$ cat src/hw/rtl/cqsi_pkg.sv
package cqsi_pkg;

  // Ring size; the queue holds at most DEPTH-1 entries.
  localparam int DEPTH = 16;
  localparam int IDX_W = $clog2(DEPTH);
  localparam int CNT_W = 4;
  localparam int VAL_W = 32;

  // Command codes.
  typedef enum logic [1:0] {
    CMD_ENQ  = 2'd0,
    CMD_PRIO = 2'd1,
    CMD_DEQ  = 2'd2,
    CMD_NOP  = 2'd3
  } cmd_t;

  // Operation broadcast to every cell; at most one bit is set.
  typedef struct packed {
    logic enq;
    logic prio;
    logic deq;
  } cell_op_t;

endpackage

$ cat src/hw/rtl/circular_queue_with_sorted_insert.sv
// Channel  Direction  Handshake          Payload
// in_      input      in_valid/in_stall  in_cmd, in_value
// out_     output     out_valid/out_stall out_accepted, out_popped_value,
//                                         out_entry_count, out_is_empty,
//                                         out_is_full
//
// For each item the row of cells compares all entries with the new value
// and shifts in parallel, and the result is registered at once.
// One item per cycle is sustained while the result side takes every item.
// rst_n is synchronous and active low; it empties the queue and clears the
// result valid flag. in_stall rises only while a result waits under out_stall.
module circular_queue_with_sorted_insert (
  input  logic                              clk,
  input  logic                              rst_n,
  input  logic                              in_valid,
  output logic                              in_stall,
  input  logic [1:0]                        in_cmd,
  input  logic signed [cqsi_pkg::VAL_W-1:0] in_value,
  output logic                              out_valid,
  input  logic                              out_stall,
  output logic                              out_accepted,
  output logic signed [cqsi_pkg::VAL_W-1:0] out_popped_value,
  output logic [cqsi_pkg::CNT_W-1:0]        out_entry_count,
  output logic                              out_is_empty,
  output logic                              out_is_full
);

  localparam int D = cqsi_pkg::DEPTH;

  logic [cqsi_pkg::IDX_W-1:0]        count_r;
  logic [cqsi_pkg::IDX_W-1:0]        count_nxt;
  logic                              out_valid_r;
  logic                              out_valid_nxt;
  logic                              out_accepted_r;
  logic signed [cqsi_pkg::VAL_W-1:0] out_popped_r;
  logic [cqsi_pkg::CNT_W-1:0]        out_count_r;
  logic                              out_empty_r;
  logic                              out_full_r;

  logic                              accept;
  logic                              full;
  logic                              empty;
  logic                              done;
  cqsi_pkg::cmd_t                    cmd;
  cqsi_pkg::cell_op_t                op;

  logic signed [cqsi_pkg::VAL_W-1:0] cell_val [D];
  logic                              s_chain  [D+1];
  logic                              occ      [D];
  logic                              at_tail  [D];

  assign cmd      = cqsi_pkg::cmd_t'(in_cmd);
  assign in_stall = out_valid_r & out_stall;
  assign accept   = in_valid & ~in_stall;
  assign full     = (count_r == cqsi_pkg::IDX_W'(D - 1));
  assign empty    = (count_r == '0);

  // Decode the command into the operation every cell sees.
  always_comb begin
    op   = '0;
    done = 1'b0;
    if (accept) begin
      case (cmd)
        cqsi_pkg::CMD_ENQ: begin
          op.enq = ~full;
          done   = ~full;
        end
        cqsi_pkg::CMD_PRIO: begin
          op.prio = ~full;
          done    = ~full;
        end
        cqsi_pkg::CMD_DEQ: begin
          op.deq = ~empty;
          done   = ~empty;
        end
        default: begin
          done = 1'b0;
        end
      endcase
    end
  end

  // Entry count follows the operation.
  always_comb begin
    count_nxt = count_r;
    if (op.enq || op.prio) begin
      count_nxt = count_r + 1'b1;
    end else if (op.deq) begin
      count_nxt = count_r - 1'b1;
    end
  end

  // Row of cells; cell 0 holds the head. The suffix flag ripples from the
  // tail end toward the head.
  assign s_chain[D] = 1'b1;

  for (genvar i = 0; i < D; i++) begin : g_cell
    logic                              s_left;
    logic signed [cqsi_pkg::VAL_W-1:0] left_val;
    logic signed [cqsi_pkg::VAL_W-1:0] right_val;

    assign occ[i]     = (cqsi_pkg::IDX_W'(i) < count_r);
    assign at_tail[i] = (cqsi_pkg::IDX_W'(i) == count_r);

    if (i == 0) begin : g_first
      assign s_left   = 1'b0;
      assign left_val = '0;
    end else begin : g_mid
      assign s_left   = s_chain[i-1];
      assign left_val = cell_val[i-1];
    end

    if (i == D - 1) begin : g_last
      assign right_val = cell_val[i];
    end else begin : g_inner
      assign right_val = cell_val[i+1];
    end

    cqsi_cell u_cell (
      .clk       (clk),
      .op        (op),
      .new_val   (in_value),
      .occ       (occ[i]),
      .at_tail   (at_tail[i]),
      .s_in      (s_chain[i+1]),
      .s_left    (s_left),
      .left_val  (left_val),
      .right_val (right_val),
      .value     (cell_val[i]),
      .s_out     (s_chain[i])
    );
  end

  // Output register valid flag.
  always_comb begin
    out_valid_nxt = out_valid_r;
    if (accept) begin
      out_valid_nxt = 1'b1;
    end else if (!out_stall) begin
      out_valid_nxt = 1'b0;
    end
  end

  always_ff @(posedge clk) begin
    if (!rst_n) begin
      count_r     <= '0;
      out_valid_r <= 1'b0;
    end else begin
      count_r     <= count_nxt;
      out_valid_r <= out_valid_nxt;
    end
  end

  // Result payload, captured when the item is accepted.
  always_ff @(posedge clk) begin
    if (accept) begin
      out_accepted_r <= done;
      out_popped_r   <= op.deq ? cell_val[0] : '0;
      out_count_r    <= cqsi_pkg::CNT_W'(count_nxt);
      out_empty_r    <= (count_nxt == '0);
      out_full_r     <= (count_nxt == cqsi_pkg::IDX_W'(D - 1));
    end
  end

  assign out_valid        = out_valid_r;
  assign out_accepted     = out_accepted_r;
  assign out_popped_value = out_popped_r;
  assign out_entry_count  = out_count_r;
  assign out_is_empty     = out_empty_r;
  assign out_is_full      = out_full_r;

endmodule

$ cat src/hw/rtl/cqsi_cell.sv
module cqsi_cell (
  input  logic                              clk,
  input  cqsi_pkg::cell_op_t                op,
  input  logic signed [cqsi_pkg::VAL_W-1:0] new_val,
  input  logic                              occ,
  input  logic                              at_tail,
  input  logic                              s_in,
  input  logic                              s_left,
  input  logic signed [cqsi_pkg::VAL_W-1:0] left_val,
  input  logic signed [cqsi_pkg::VAL_W-1:0] right_val,
  output logic signed [cqsi_pkg::VAL_W-1:0] value,
  output logic                              s_out
);

  logic signed [cqsi_pkg::VAL_W-1:0] value_r;
  logic signed [cqsi_pkg::VAL_W-1:0] value_nxt;
  logic                              gt;

  // Suffix flag: every occupied entry from this cell toward the tail is
  // greater than the new value.
  assign gt    = value_r > new_val;
  assign s_out = s_in & (~occ | gt);
  assign value = value_r;

  // Entry update: append, sorted insert with shift toward the tail, or
  // shift toward the head on a pop.
  always_comb begin
    value_nxt = value_r;
    if (op.enq && at_tail) begin
      value_nxt = new_val;
    end else if (op.prio) begin
      if (s_out && !s_left) begin
        value_nxt = new_val;
      end else if (s_left && (occ || at_tail)) begin
        value_nxt = left_val;
      end
    end else if (op.deq) begin
      value_nxt = right_val;
    end
  end

  always_ff @(posedge clk) begin
    value_r <= value_nxt;
  end

endmodule

$ cat config.mk
export PLATFORM = sky130hd
export DESIGN_NAME = circular_queue_with_sorted_insert
export DESIGN_NICKNAME = d
export VERILOG_FILES = /design/src/hw/rtl/cqsi_pkg.sv /design/src/hw/rtl/circular_queue_with_sorted_insert.sv /design/src/hw/rtl/cqsi_cell.sv
export SDC_FILE = /design/constraint.sdc
export NUM_CORES = 2
export LEC_CHECK = 0
export BUFFER_PORTS_ARGS = -buffer_cell sky130_fd_sc_hd__buf_4
export CAP_MARGIN = 20
export CORE_UTILIZATION = 60
export CTS_BUF_LIST = sky130_fd_sc_hd__clkbuf_8
export CTS_CLUSTER_SIZE = 25
export DETAILED_ROUTE_END_ITERATION = 6
export PLACE_DENSITY = 0.78
export SLEW_MARGIN = 20
export SYNTH_ARGS = -nofsm -noshare
export SYNTH_HDL_FRONTEND = slang
export SYNTH_SLANG_ARGS = --single-unit
$ cat constraint.sdc
create_clock -name clk -period 20.6 [get_ports clk]
set_input_delay 6.18 -clock clk [delete_from_list [all_inputs] [get_ports clk]]
set_output_delay 6.18 -clock clk [all_outputs]
set_load 0.02 [all_outputs]
== Word-level counts from Yosys, hierarchy flattened ==
Cells that the tools add are included.
Storage, ports and cells
  input bits: 38
  memories: 0
  logic and storage cells: 345
  memory bits (read-only): 0
  bits in latches: 0
  register bits: 556
  bits in writable memories: 0
Operators by class
  div/mod/pow operators: 0
  magnitude comparators: 32
  add/subtract/negate cells: 2
  reduce and logical (&&, ||, !) cells: 114
  bitwise gates (word level): 52
  mux-type cells: 87
  equality and inequality tests: 35
  shift operators: 0
  multipliers: 0
Operators by type and width (count)
  $mux W32: 78
  $gt A32 B32 Y1: 16
  $ne A4 B1 Y1 const B: 14
  $reduce_bool A3 Y1: 16
  $logic_and A1 B1 Y1: 46
  $eq A4 B4 Y1 const A: 8
  $lt A4 B4 Y1 const A: 8
  $reduce_and A2 Y1: 16
  $not A1 Y1: 19
  $and A1 B1 Y1: 17
  $eq A3 B4 Y1 const A: 4
  $logic_or A1 B1 Y1: 16
  $lt A3 B4 Y1 const A: 4
  $or A1 B1 Y1: 16
  $logic_not A1 Y1: 15
  $eq A2 B4 Y1 const A: 2
  $eq A4 B4 Y1 const B: 2
  $logic_not A4 Y1: 2
  $lt A1 B4 Y1 const A: 2
  $lt A2 B4 Y1 const A: 2
  $mux W4: 2
  $mux W1: 5
  $add A4 B1 Y4 const B: 1
  $eq A1 B4 Y1 const A: 1
  10 further kinds: 10

== Longest topological paths before layout ==
  depth after elaboration: 23
  depth in mapped cells: 16

== Hierarchy ==
Synthesis repeated with hierarchy kept, for this count alone.
Unflattened totals
  cell total of the unflattened synthesis: 5478
  area, all modules: 47759.6 um^2
Modules (own cells, without submodules)
  cqsi_cell: cells each 332, area each 2854.0 um^2, instances 16, sequential area each 960.9 um^2
  circular_queue_with_sorted_insert: cells each 166, area each 2095.8 um^2, instances 1, sequential area each 1271.2 um^2

== Least setup slack after synthesis ==
No wires, ideal clock.
  kind: input to register
  start point: in in_value[10] (netlist name)
  end point: reg g_cell[7].u_cell.value_r (netlist bit g_cell[7].u_cell.value[0]) (enable)
  path slack: 7.068 ns
  arrival time: 12.998 ns
  setup time: 0.533 ns
  required time: 20.067 ns
  stages on the path: 15
  buffers on the path: 3
  cells stage by stage: clkbuf_1 clkbuf_1 inv_1 ha_1 and4_1 nor4b_2 a21bo_1 o211ai_1 a211oi_1 nor4b_4 nand4_4 buf_6 nor3_2 inv_1 o311ai_0
On the way
  word-level cells in the longest chain between the ends: 15
Ends and longest elaborated chain
  start, declared: line circular_queue_with_sorted_insert.sv:18  | input logic signed [cqsi_pkg::VAL_W-1:0] in_value,
  $gt A32 B32 Y1: line cqsi_cell.sv:21  | assign gt = value_r > new_val;
  $or A1 B1 Y1: line cqsi_cell.sv:22  | assign s_out = s_in & (~occ | gt);
  $and A1 B1 Y1 (9 in series): line cqsi_cell.sv:22
  $logic_not A1 Y1: line cqsi_cell.sv:32  | if (s_out && !s_left) begin
  $logic_and A1 B1 Y1: line cqsi_cell.sv:32
  $ne A4 B1 Y1 (no source line) (*)
  $reduce_and A2 Y1 (no source line) (*)
  end signal, assigned: line cqsi_cell.sv:43  | value_r <= value_nxt;
  end, declared: line cqsi_cell.sv:15  | logic signed [cqsi_pkg::VAL_W-1:0] value_r;
Mark *: on every way between the ends. The rest lies on a longest branch, timed or not.
A chain may end at the register's enable or synchronous reset.

== Worst setup path in the final report ==
  start point: in out_stall
  end point: out in_stall
On the way
  word-level cells in the longest chain between the ends: 1
Ends and longest elaborated chain
  start, declared: line circular_queue_with_sorted_insert.sv:20  | input logic out_stall,
  $and A1 B1 Y1: line circular_queue_with_sorted_insert.sv:53  | assign in_stall = out_valid_r & out_stall;
  end, declared: line circular_queue_with_sorted_insert.sv:16  | output logic in_stall,
Every way passes these cells.

==> metrics <==
path depth of the worst reg2reg path 11; Syn Std Cell Area 37900 um^2; crit path DAT 6.58 ns; DR iter-0 viols 4208; worst setup path start out_stall; Slew Limit Headroom 24.4%; drc violations 0; final number of hold-violating endpoints 0; Cell Pwr Density 66.5 nW/um^2; sequential element share of the synthesized area 43.9%; M2 GR Usage 58.1%; #FFs+latches synth 556; clock power share 36.7%; synth top area cells edfxtp_1, ha_1, a221o_1, nand2_1, a21oi_1; FF-to-FF Start g_cell[12].u_cell.value[13]; Worst Path Class, Setup input pin to output pin; vias in the first global route 32100; Avg Cell Area, Syn 10.7 um^2; Post-DP HPWL 88200 um; Power Internal 1.96 mW; status finished clean; Routed Antenna Nets 0; Final min period 12.76 ns; routed vias/inst 7.19; Cell variety after synth 94; Final WS setup 7.84 ns; Worst-Margin Slew 1.13 ns; FMAX 0.0784 GHz; initial core utilization 61.1%; # rows 91; first-pass GRT wire length 186000 um; clk root buf clkbuf_8; Final GP Congestion 1.01; wire per inst 27.0 um; register share of total power 48.5%; Layout Nets 4109; Hold Crit Class flop to flop; RSZ-0062 raised after global routing false; CTS tree done; vias 32400; Logic pwr share 14.8%; Tot GR Track Use 37.6%; worst setup path endpoint in_stall; post-synth top area cell edfxtp_1; period utilization 61.9%; Top FF cell, synth edfxtp_1; commonest non-fill, non-tap cells in the layout edfxtp_1, ha_1, nand2_1; Worst setup EP type output pin; EDFF count, synth 551; IO buf count 78; Pleak 16.6 nW; DR pass1 iterations 7; Design Area, Final 41200 um^2; Post-Syn Instances 3556; peak supply drop 0.0548 mV; core area 62100 um^2; gr ovfl total 0; Sw Share 28.5%; Post-CTS Setup Inserts 0; clk_lat worst skew 0.72 ns; final core utilization 66.4%; IO Count 79; crit-path max FO 2; setup_tns 0 ns; CTS-repair resized insts 0; clock slew at reported path FFs 0.06 ns; layer with the highest usage met2; Startpoint Class input pin; net switching power 0.782 mW; Layout area overhead 8.63%; CTS Hold Bufs 0; met3 global-route usage 7.52%; die width 253 um; initial antenna violation count 3; commonest non-fill, non-tap cell in the layout edfxtp_1; pre-CTS setup slack 7.84 ns; # fillers 4755; max-slew violations 0; Setup violations, final 0; Worst EP required 14.42 ns; met1 Use GR 51.6%; worst reg2reg endpoint g_cell[1].u_cell.value[19]; Max clock buf depth 3; largest net degree at the start of global routing 81; clock sinks 556; final WL 121000 um; number of max-cap violations 0; H-tree lvl count 3; Synth async-reset ratio 0%; die area 64200 um^2; share of the synthesized area in the top cell type 43.6%; Post-DP Area 39300 um^2; Power Total 2.74 mW; R2R setup slack 15.57 ns; layout cells sized above 1 10.2%; CTS Buf Count 96; die outline height 253 um; Setup Skew 0.0297 ns; Synth warnings 0
[cell type report]
type | instances | area, um^2 | share of cell area, %
multi-input combinational | 2680 | 20100 | 48.8
clock inverter | 70 | 394 | 0.957
tap | 837 | 1050 | 2.54
clock buffer | 105 | 1450 | 3.51
inverter | 111 | 417 | 1.01
timing repair buffer | 142 | 1110 | 2.70
sequential | 556 | 16600 | 40.4
antenna | 3 | 7.51 | 0.0182
[critical path, stage by stage]
cell and delay (ns):
buf_4 0.11, nand2_1 0.08, inv_1 0.06, buf_4 0.15
[cells by family (layout without fill, tap and decap cells)]
| family | Yosys count | in the layout | share of synthesized area, % |
|---|---|---|---|
| compound gates | 1131 | 1131 | 21.9 |
| simple gates | 965 | 965 | 12.5 |
| flops | 556 | 556 | 43.9 |
| fa+ha+maj | 484 | 484 | 16.0 |
| buf+inv | 351 | 428 | 3.84 |
| mux | 65 | 65 | 1.82 |
| xor+xnor | 3 | 3 | 0.0693 |
| other cells | 1 | 35 | 0.00989 |
[registers in the layout (all words and copies together), names as in the netlist]
name / cells
out_is_full: 1
out_accepted: 1
out_valid: 1
out_is_empty: 1
out_popped_value: 32
out_entry_count: 4
count_r: 4
g_cell.u_cell.value: 512
[routing by layer]
metal	part of all wire, %	vias up
met4	3.7	4
met5	0.085	-
met1	39	15700
li1	-	14000
met3	12	403
met2	45	2287
[power groups by stage]
| stage | clock network, mW | logic (mW) | registers [mW] |
|---|---|---|---|
| 3_5_place_dp | 0 | 0.390 | 1.35 |
| 4_1_cts | 1.01 | 0.392 | 1.33 |
| 6_report | 1.01 | 0.406 | 1.33 |
| 5_1_grt | 1.05 | 0.440 | 1.33 |
| 3_3_place_gp | 0 | 0.366 | 1.35 |
| 2_1_floorplan | 0 | 0.262 | 1.34 |
[worst min-delay path by stage]
stage / endpoint / slack [ns] / start / cells past startpoint
after global placement: g_cell[7].u_cell.value[3] / 0.58 / g_cell[6].u_cell.value[3] / 2
after detailed placement: g_cell[7].u_cell.value[0] / 0.56 / g_cell[8].u_cell.value[0] / 2
after global routing: g_cell[7].u_cell.value[18] / 0.62 / g_cell[6].u_cell.value[18] / 2
after CTS: g_cell[7].u_cell.value[0] / 0.57 / g_cell[8].u_cell.value[0] / 2
after floorplan: g_cell[6].u_cell.value[0] / 0.53 / g_cell[5].u_cell.value[0] / 2
final: g_cell[7].u_cell.value[0] / 0.58 / g_cell[8].u_cell.value[0] / 2
[per-stage QoR]
| step | hold WS (ns) | cells |
|---|---|---|
| final | 0.581 | 4504 |
| after global routing | 0.620 | 4504 |
| after CTS | 0.567 | 4500 |
| after detailed placement | 0.562 | 4325 |
| after global placement | 0.578 | 4323 |
| after floorplan | 0.535 | 3587 |
[Yosys cell counts (57+ instances only)]
| cell | number |
|---|---|
| inv_1 | 110 |
| nand4_1 | 96 |
| nor2_1 | 135 |
| a221o_1 | 196 |
| a21oi_1 | 204 |
| a22oi_1 | 131 |
| edfxtp_1 | 551 |
| o21ai_0 | 202 |
| nand3_1 | 57 |
| clkbuf_1 | 187 |
| a22o_1 | 97 |
| nand2_1 | 405 |
| ha_1 | 484 |
| and2_1 | 135 |
| a21o_1 | 67 |
Power figures use the tool's default switching activity.
